[config.mk]
export PLATFORM = sky130hd
export DESIGN_NAME = imu_serial_frame_parser
export DESIGN_NICKNAME = d
export VERILOG_FILES = /design/src/hw/rtl/isfp_pkg.sv /design/src/hw/rtl/isfp_assembler.sv /design/src/hw/rtl/isfp_out_reg.sv /design/src/hw/rtl/imu_serial_frame_parser.sv
export SDC_FILE = /design/constraint.sdc
export NUM_CORES = 1
export LEC_CHECK = 0
export BUFFER_PORTS_ARGS = -buffer_cell sky130_fd_sc_hd__buf_2
export CAP_MARGIN = 25
export CORE_ASPECT_RATIO = 1.5
export CORE_MARGIN = 2
export CORE_UTILIZATION = 25
export DETAILED_ROUTE_END_ITERATION = 6
export SYNTH_ARGS = -nofsm -noshare
export SYNTH_HDL_FRONTEND = slang
export SYNTH_SLANG_ARGS = --single-unit
[constraint.sdc]
create_clock -name clk -period 5.1 [get_ports clk]
set_clock_uncertainty 0.2 [all_clocks]
set_input_delay 1.02 -clock clk [delete_from_list [all_inputs] [get_ports clk]]
set_output_delay 1.02 -clock clk [all_outputs]
set_load 0.01 [all_outputs]
[src/hw/rtl/isfp_pkg.sv]
package isfp_pkg;

  // frame framing constants
  localparam logic [7:0] HdrByte   = 8'h55;
  localparam logic [7:0] TypeRate  = 8'h52;
  localparam logic [7:0] TypeAngle = 8'h53;
  localparam int         PayloadLen = 8;
  localparam int         WordCount  = PayloadLen / 2;
  localparam int         IdxW       = $clog2(PayloadLen);

  // byte positions within a frame
  localparam logic [3:0] CntIdle  = 4'd0;
  localparam logic [3:0] CntType  = 4'd1;
  localparam logic [3:0] CntFirst = 4'd2;
  localparam logic [3:0] CntLast  = 4'd10;

  // result kind codes
  localparam logic KindRate  = 1'b0;
  localparam logic KindAngle = 1'b1;

  typedef logic [15:0] word_t;

  typedef struct packed {
    logic                      kind;
    logic [WordCount-1:0][15:0] words;
  } frame_t;

  typedef struct packed {
    logic [3:0] count;
    logic       at_close;
  } asm_status_t;

endpackage

[src/hw/rtl/isfp_assembler.sv]
module isfp_assembler (
  input  logic                  clk,
  input  logic                  rst,
  input  logic                  in_fire,
  input  logic [7:0]            rx_byte,
  output isfp_pkg::asm_status_t status,
  output logic                  res_valid,
  output isfp_pkg::frame_t      res
);
  import isfp_pkg::*;

  logic [3:0]      byte_count;
  logic [3:0]      byte_count_next;
  logic [7:0]      type_byte;
  logic [7:0]      payload_bytes [PayloadLen];
  logic [3:0]      slot_full;
  logic [IdxW-1:0] slot;
  logic            at_close;
  logic            type_ok;

  // close on the checksum byte, or on any out-of-range count
  assign at_close  = (byte_count >= CntLast);
  assign slot_full = byte_count - CntFirst;
  assign slot      = slot_full[IdxW-1:0];

  // byte counter
  always_comb begin
    byte_count_next = byte_count;
    if (in_fire) begin
      if (byte_count == CntIdle) begin
        if (rx_byte == HdrByte) begin
          byte_count_next = CntType;
        end
      end else if (at_close) begin
        byte_count_next = CntIdle;
      end else begin
        byte_count_next = byte_count + 4'd1;
      end
    end
  end

  always_ff @(posedge clk) begin
    if (rst) begin
      byte_count <= CntIdle;
    end else begin
      byte_count <= byte_count_next;
    end
  end

  // type and payload store
  always_ff @(posedge clk) begin
    if (in_fire && byte_count == CntType) begin
      type_byte <= rx_byte;
    end
    if (in_fire && byte_count >= CntFirst && !at_close) begin
      payload_bytes[slot] <= rx_byte;
    end
  end

  // result decode at frame close
  assign type_ok   = (type_byte == TypeRate) || (type_byte == TypeAngle);
  assign res_valid = in_fire && at_close && type_ok;

  always_comb begin
    res.kind = (type_byte == TypeAngle) ? KindAngle : KindRate;
    for (int k = 0; k < WordCount; k++) begin
      res.words[k] = {payload_bytes[2*k+1], payload_bytes[2*k]};
    end
  end

  assign status.count    = byte_count;
  assign status.at_close = at_close;

endmodule

[src/hw/rtl/isfp_out_reg.sv]
module isfp_out_reg (
  input  logic             clk,
  input  logic             rst,
  input  logic             res_valid,
  input  isfp_pkg::frame_t res,
  input  logic             out_ready,
  output logic             out_valid,
  output isfp_pkg::frame_t held
);
  import isfp_pkg::*;

  logic out_valid_next;

  // result slot occupancy
  always_comb begin
    out_valid_next = out_valid;
    if (res_valid) begin
      out_valid_next = 1'b1;
    end else if (out_ready) begin
      out_valid_next = 1'b0;
    end
  end

  always_ff @(posedge clk) begin
    if (rst) begin
      out_valid <= 1'b0;
    end else begin
      out_valid <= out_valid_next;
    end
  end

  // result payload
  always_ff @(posedge clk) begin
    if (res_valid) begin
      held <= res;
    end
  end

endmodule

[src/hw/rtl/imu_serial_frame_parser.sv]
// a result is registered and appears in the cycle after the transfer of the frame's checksum byte
// throughput: one byte per cycle; a waiting result stalls input only on a checksum byte
// the frame closer is a 4-bit byte counter with an eight-byte payload store
// reset (rst, synchronous): clears the byte count and the result valid flag;
// stored type and payload bytes keep their contents
module imu_serial_frame_parser (
  input  logic               clk,
  input  logic               rst,
  input  logic               in_valid,
  output logic               in_ready,
  input  logic [7:0]         rx_byte,
  output logic               out_valid,
  input  logic               out_ready,
  output logic               frame_kind,
  output logic signed [15:0] word_0,
  output logic signed [15:0] word_1,
  output logic signed [15:0] word_2,
  output logic signed [15:0] word_3
);
  import isfp_pkg::*;

  asm_status_t status;
  frame_t      res;
  frame_t      held;
  logic        res_valid;
  logic        in_fire;

  // only a closing byte needs the result slot free
  assign in_ready = !status.at_close || !out_valid || out_ready;
  assign in_fire  = in_valid && in_ready;

  isfp_assembler u_asm (
    .clk       (clk),
    .rst       (rst),
    .in_fire   (in_fire),
    .rx_byte   (rx_byte),
    .status    (status),
    .res_valid (res_valid),
    .res       (res)
  );

  isfp_out_reg u_out (
    .clk       (clk),
    .rst       (rst),
    .res_valid (res_valid),
    .res       (res),
    .out_ready (out_ready),
    .out_valid (out_valid),
    .held      (held)
  );

  assign frame_kind = held.kind;
  assign word_0     = held.words[0];
  assign word_1     = held.words[1];
  assign word_2     = held.words[2];
  assign word_3     = held.words[3];

  // count stays within a frame
  assert property (@(posedge clk) disable iff (rst) status.count <= CntLast)
    else $error("byte count out of range");

  // a new result only follows a closing byte transfer
  assert property (@(posedge clk) disable iff (rst)
    $rose(out_valid) |-> $past(in_valid && in_ready && status.at_close))
    else $error("result without frame close");

  // a non-header byte at idle keeps the parser idle
  assert property (@(posedge clk) disable iff (rst)
    (in_valid && in_ready && status.count == CntIdle && rx_byte != HdrByte)
      |=> status.count == CntIdle)
    else $error("lost header sync");

  // a closing byte is never taken while a result would be overwritten
  assert property (@(posedge clk) disable iff (rst)
    (out_valid && !out_ready) |=> (out_valid && $stable(held)))
    else $error("pending result overwritten");

endmodule
==> flow_metrics.tcl, run 1 <==
set metrics [dict create \
    outcome "finished, final reports clean" \
    yosysUniqueCellTypes 29 \
    dpl.hpwl_um 5896 \
    slowest_stage "dfxtp_1" \
    maxSlewHeadroom 0.4325 \
    cts_buffer_depth 2 \
    crit_arrival_ps 1960 \
    setup_ws_ps 1917 \
    r2r_cells 5 \
    cap_viol_max_count 0 \
    fp.dieH_um 170.0 \
    cpPeakStageDelay_ps 450 \
    cts.reportedPaths.clkPinSlew_ps 60 \
    numCtsBuffers 17 \
    nFillCells 1692 \
    vdd_drop_max_mv 0.1889 \
    worst_pin_slew_ps 848.1 \
    cts_resized 0 \
    diodes 0 \
    grt_start_max_net_pins 46 \
    cp_cell_sequence "inv_1 > ha_1 > o31ai_4 > or2_2 > buf_2" \
    hold_class "register to register" \
    pre_cts_slack_ps 1703 \
    grt_pass1_vias 2203 \
    htreeDepth 4 \
    vias 2122 \
    yosysWarnings 0 \
    drive_gt1_frac 0.3864 \
    rsz0062_at_grt "no" \
    routed_wl_um 8705 \
    slew_violations 0 \
    routedWlPerCell_um 16.58 \
    io_pins 79 \
    drtIter0Drc 134 \
    end_kind "output pin" \
    drc 0 \
    gp_congestion 0.7673 \
    ys_ff_latch 142 \
    synth_top_area_frac 0.8957 \
    synth.yosys.seq_area_share 0.9175 \
    cts_tree "yes" \
    netlist_area_um2 4593 \
    area_growth_pct 26.61 \
    dr.pass1.iters 4 \
    numPortBuffers 78 \
    crit_start "u_asm.byte_count[0]" \
    final_cells 525 \
    place_inst 493 \
    synthCells 198 \
    cts_setup_buffers 0 \
    crit_type "register to output pin" \
    period_needed_ps 3183 \
    r2r-start "u_asm.byte_count[1]" \
    synth_area_leaders "edfxtp_1 (90%), dfxtp_1 (2.2%), ha_1 (1.1%)" \
    hold_viol_final 0 \
    track_usage 0.09299 \
    gr-total-overflow 0 \
    fmax_ghz 0.3141 \
    crit_end "in_ready" \
    r2r_slack_ps 2000 \
    clock_sinks 142 \
    initial_core_util 0.2560 \
    r2r-end "word_3[5]" \
    final_nets 311 \
    setup_viol 0 \
    avgSynthCellArea_um2 23.20 \
    die_w_um 114.7 \
    post-route-period-util 0.6242 \
    insertion_delay_ps 410 \
    p_per_area_nw_per_um2 419.6 \
    setup_tns_ps 0 \
    layout_common_cells "edfxtp_1 (137), buf_2 (79), clkbuf_16 (17), nor2_1 (9), inv_6 (6)" \
    rows 60 \
    antenna_found_initial 0 \
    cp-start-kind "register" \
    ctsHoldBuffers 0 \
    die_area_um2 19500 \
    mostFrequentLayoutCell "edfxtp_1" \
    grt_pass1_wl_um 12680 \
    viasPerCell 4.042 \
    cts_root_buffer "clkbuf_16" \
    crit_required_ps 3880 \
    syn_nets 214 \
    path_max_fanout 7 \
    yosysTopAreaCell "edfxtp_1" \
    power_leakage_nw 1.976 \
    final_antenna_net_count 0 \
    core_um2 17940 \
]
## logic make-up (layout without fill, tap and decap cells)
family / Yosys count / count (layout) / share of synthesized area
fa+ha+maj: 4 / 4 / 0.01090
simple gates: 34 / 34 / 0.04114
buf+inv: 6 / 116 / 0.008443
compound gates: 12 / 12 / 0.02207
flops: 142 / 142 / 0.9175
## flip-flops by register name, summed over array words and instances, names as in the netlist
| signal | flops |
|---|---|
| u_out.held | 1 |
| word_0 | 16 |
| word_3 | 16 |
| u_asm.byte_count | 4 |
| u_asm.type_byte | 8 |
| word_2 | 16 |
| u_asm.payload_bytes | 64 |
| word_1 | 16 |
| u_out.out_valid | 1 |
## worst max-delay path: cells and delay by family, from the launching register on
family,cells,cell delay (ps)
adder cells (fa/ha/maj),1,280
AO/OA/AOI/OAI,1,340
AND/OR/NAND/NOR,1,180
flip-flops,1,450
buffers and inverters,2,300
## Yosys cell counts, drive strengths merged
| cell | number |
|---|---|
| a211oi | 2 |
| a21oi | 4 |
| a31oi | 1 |
| a41oi | 1 |
| and3 | 1 |
| buf | 3 |
| dfxtp | 5 |
| edfxtp | 137 |
| ha | 4 |
| inv | 3 |
| nand2 | 5 |
| nand2b | 1 |
| nand3 | 2 |
| nand3b | 2 |
| nand4 | 2 |
| nor2 | 9 |
| nor2b | 2 |
| nor3 | 4 |
| nor4bb | 3 |
| o21a | 1 |
| o21ai | 2 |
| o31ai | 1 |
| or2 | 1 |
| or3 | 1 |
| or3b | 1 |
## power breakdown
group / switching [mW] / internal [mW]
combinational: 0.0172 / 0.00442
sequential: 0.000113 / 1.27
clock: 0.472 / 0.678
total: 0.489 / 1.95
## area by class of cell
type | instances | area, µm² | area share
Clock buffer | 18 | 429.2 | 0.07380
Clock inverter | 14 | 131.4 | 0.02259
Inverter | 3 | 11.26 | 0.001936
Multi-Input combinational cell | 50 | 347.8 | 0.05981
Sequential cell | 142 | 4214 | 0.7246
Tap cell | 217 | 271.5 | 0.04669
Timing Repair Buffer | 81 | 410.4 | 0.07057
## metal layers
metal  part of all wire  global-route usage
met1               0.38             0.09247
met2               0.56              0.1693
met3              0.038             0.03312
met4              0.014             0.04454
met5                  0                   0
## per-stage QoR
step / hold WS (ps) / util / cell area (µm²) / total power [mW]
floorplan: 200.3 / - / 4596 / 1.297
global placement: 201.5 / 0.2922 / 5243 / 1.315
detailed placement: 204.5 / 0.2929 / 5255 / 1.316
CTS: 216.3 / 0.3241 / 5816 / 2.468
global route: 219.6 / 0.3241 / 5816 / 2.520
finish: 216.5 / 0.3241 / 5816 / 2.440
## how the worst min path moves through the flow
stage                              start          to  slack (ps)  cells after the start
2_1_floorplan  u_asm.payload_bytes[0][0]   word_0[0]         200                      0
3_3_place_gp   u_asm.payload_bytes[2][4]   word_1[4]         200                      0
3_5_place_dp   u_asm.payload_bytes[0][5]   word_0[5]         200                      0
4_1_cts        u_asm.payload_bytes[3][4]  word_1[12]         220                      0
5_1_grt        u_asm.payload_bytes[3][4]  word_1[12]         220                      0
6_report       u_asm.payload_bytes[1][6]  word_0[14]         220                      0
Note: power is estimated with default switching activity, not from simulation.
==> inputs of run 2 (changes only) <==
Clock period 5.1 ns to 2.75 ns, I/O delays scaled along.
==> flow_metrics.tcl, run 2 (same netlist as run 1, synthesis figures left out) <==
set metrics [dict create \
    setup_viol 0 \
    drc 0 \
    nFillCells 1682 \
    fp.dieH_um 170.0 \
    ctsHoldBuffers 0 \
    track_usage 0.09194 \
    crit_required_ps 2000 \
    period_needed_ps 2614 \
    grtUsageMet1 0.09644 \
    cp_cell_sequence "inv_2 > ha_1 > o31ai_4 > or2_2 > buf_2" \
    htreeDepth 4 \
    power_leakage_nw 2.005 \
    drtIter0Drc 134 \
    largest_reg_flops 64 \
    outcome "finished, final reports clean" \
    diodes 0 \
    end_kind "output pin" \
    met2_usage 0.1610 \
    numCtsBuffers 17 \
    crit_start "u_asm.byte_count[0]" \
    placed_area_um2 5320 \
    cts_buffer_depth 2 \
    rows 60 \
    path_max_fanout 7 \
    setup_tns_ps 0 \
    grt-busiest-layer "met2" \
    gr-total-overflow 0 \
    drive_gt1_frac 0.3916 \
    antenna_found_initial 0 \
    die_area_um2 19500 \
    cts.reportedPaths.clkPinSlew_ps 50 \
    min-delay-start "rst" \
    post-route-period-util 0.9505 \
    mostFrequentLayoutCell "edfxtp_1" \
    r2r-start "u_asm.byte_count[1]" \
    insertion_delay_ps 400 \
    core_um2 17940 \
    cap_viol_max_count 0 \
    grt_start_max_net_pins 46 \
    top_register "u_asm.payload_bytes" \
    grt_use_met3 0.03632 \
    gp_congestion 0.8389 \
    worst_pin_slew_ps 721.0 \
    multi_input_area_um2 352.8 \
    slowest_stage "dfxtp_1" \
    cpPeakStageDelay_ps 460 \
    vdd_drop_max_mv 0.3491 \
    rsz0062_at_grt "no" \
    p_per_area_nw_per_um2 761.5 \
    seqCellArea_um2 4214 \
    hold_class "primary input to register" \
    grt_pass1_wl_um 12710 \
    routed_wl_um 8597 \
    final_antenna_net_count 0 \
    io_pins 79 \
    layout.cell_area.non_filler_um2 5848 \
    cp-start-kind "register" \
    maxSlewHeadroom 0.5175 \
    r2r_slack_ps 430 \
    cts_resized 0 \
    cts_setup_buffers 0 \
    vias 2118 \
    dpl.hpwl_um 5740 \
    crit_arrival_ps 1860 \
    clock_sinks 142 \
    initial_core_util 0.2560 \
    fmax_ghz 0.3826 \
    final_nets 317 \
    layout_common_cells "edfxtp_1 (137), buf_2 (78), clkbuf_16 (17), nor2_1 (9), buf_4 (8)" \
    crit_type "register to output pin" \
    slew_violations 0 \
    hold_viol_final 0 \
    numPortBuffers 78 \
    routedWlPerCell_um 16.34 \
    area_growth_pct 27.32 \
    die_w_um 114.7 \
    viasPerCell 4.027 \
    cts_tree "yes" \
    cts_root_buffer "clkbuf_16" \
    dr.pass1.iters 4 \
    grt_pass1_vias 2147 \
    fin_util 0.3259 \
]
-- run 2: final timing paths --
path | endpoint | cells past startpoint
max | in_ready | 5
min | u_asm.byte_count[0] | 2
max reg2reg | word_0[9] | 5
min reg2reg | word_2[10] | 0
-- run 2: final cells by class --
class	instances	area share
Clock buffer	17	0.07274
Clock inverter	10	0.01754
Sequential cell	142	0.7206
Tap cell	217	0.04643
Multi-Input combinational cell	50	0.06033
Timing Repair Buffer	87	0.08044
Inverter	3	0.001926
-- run 2: critical path: cells and delay by family, from the launching register on --
family | cells | cell delay (ps)
AO/OA/AOI/OAI | 1 | 330
adder cells (fa/ha/maj) | 1 | 260
buffers and inverters | 2 | 240
flip-flops | 1 | 460
AND/OR/NAND/NOR | 1 | 180
-- run 2: power breakdown --
group	total (mW)	internal, mW	switching (mW)
registers	2.35	2.35	0.000237
clock network	2.06	1.29	0.765
logic	0.0412	0.00917	0.0320
total	4.45	3.66	0.798
-- run 2: per-stage QoR --
stage               total power [mW]  hold WS (ps)  cells  setup WS, ps
floorplan                      2.405         200.3    198         20.36
global placement               2.440         201.4    499         518.0
detailed placement             2.442         204.5    499         419.7
CTS                            4.504         166.8    526         113.9
global route                   4.614         175.1    526         3.628
finish                         4.453         189.0    526         136.1
-- run 2: metal layers --
metal / part of all wire / wire [µm]
met3: 0.054 / 466
met1: 0.38 / 3262
met4: 0.020 / 174
met2: 0.55 / 4692
met5: 0 / 0
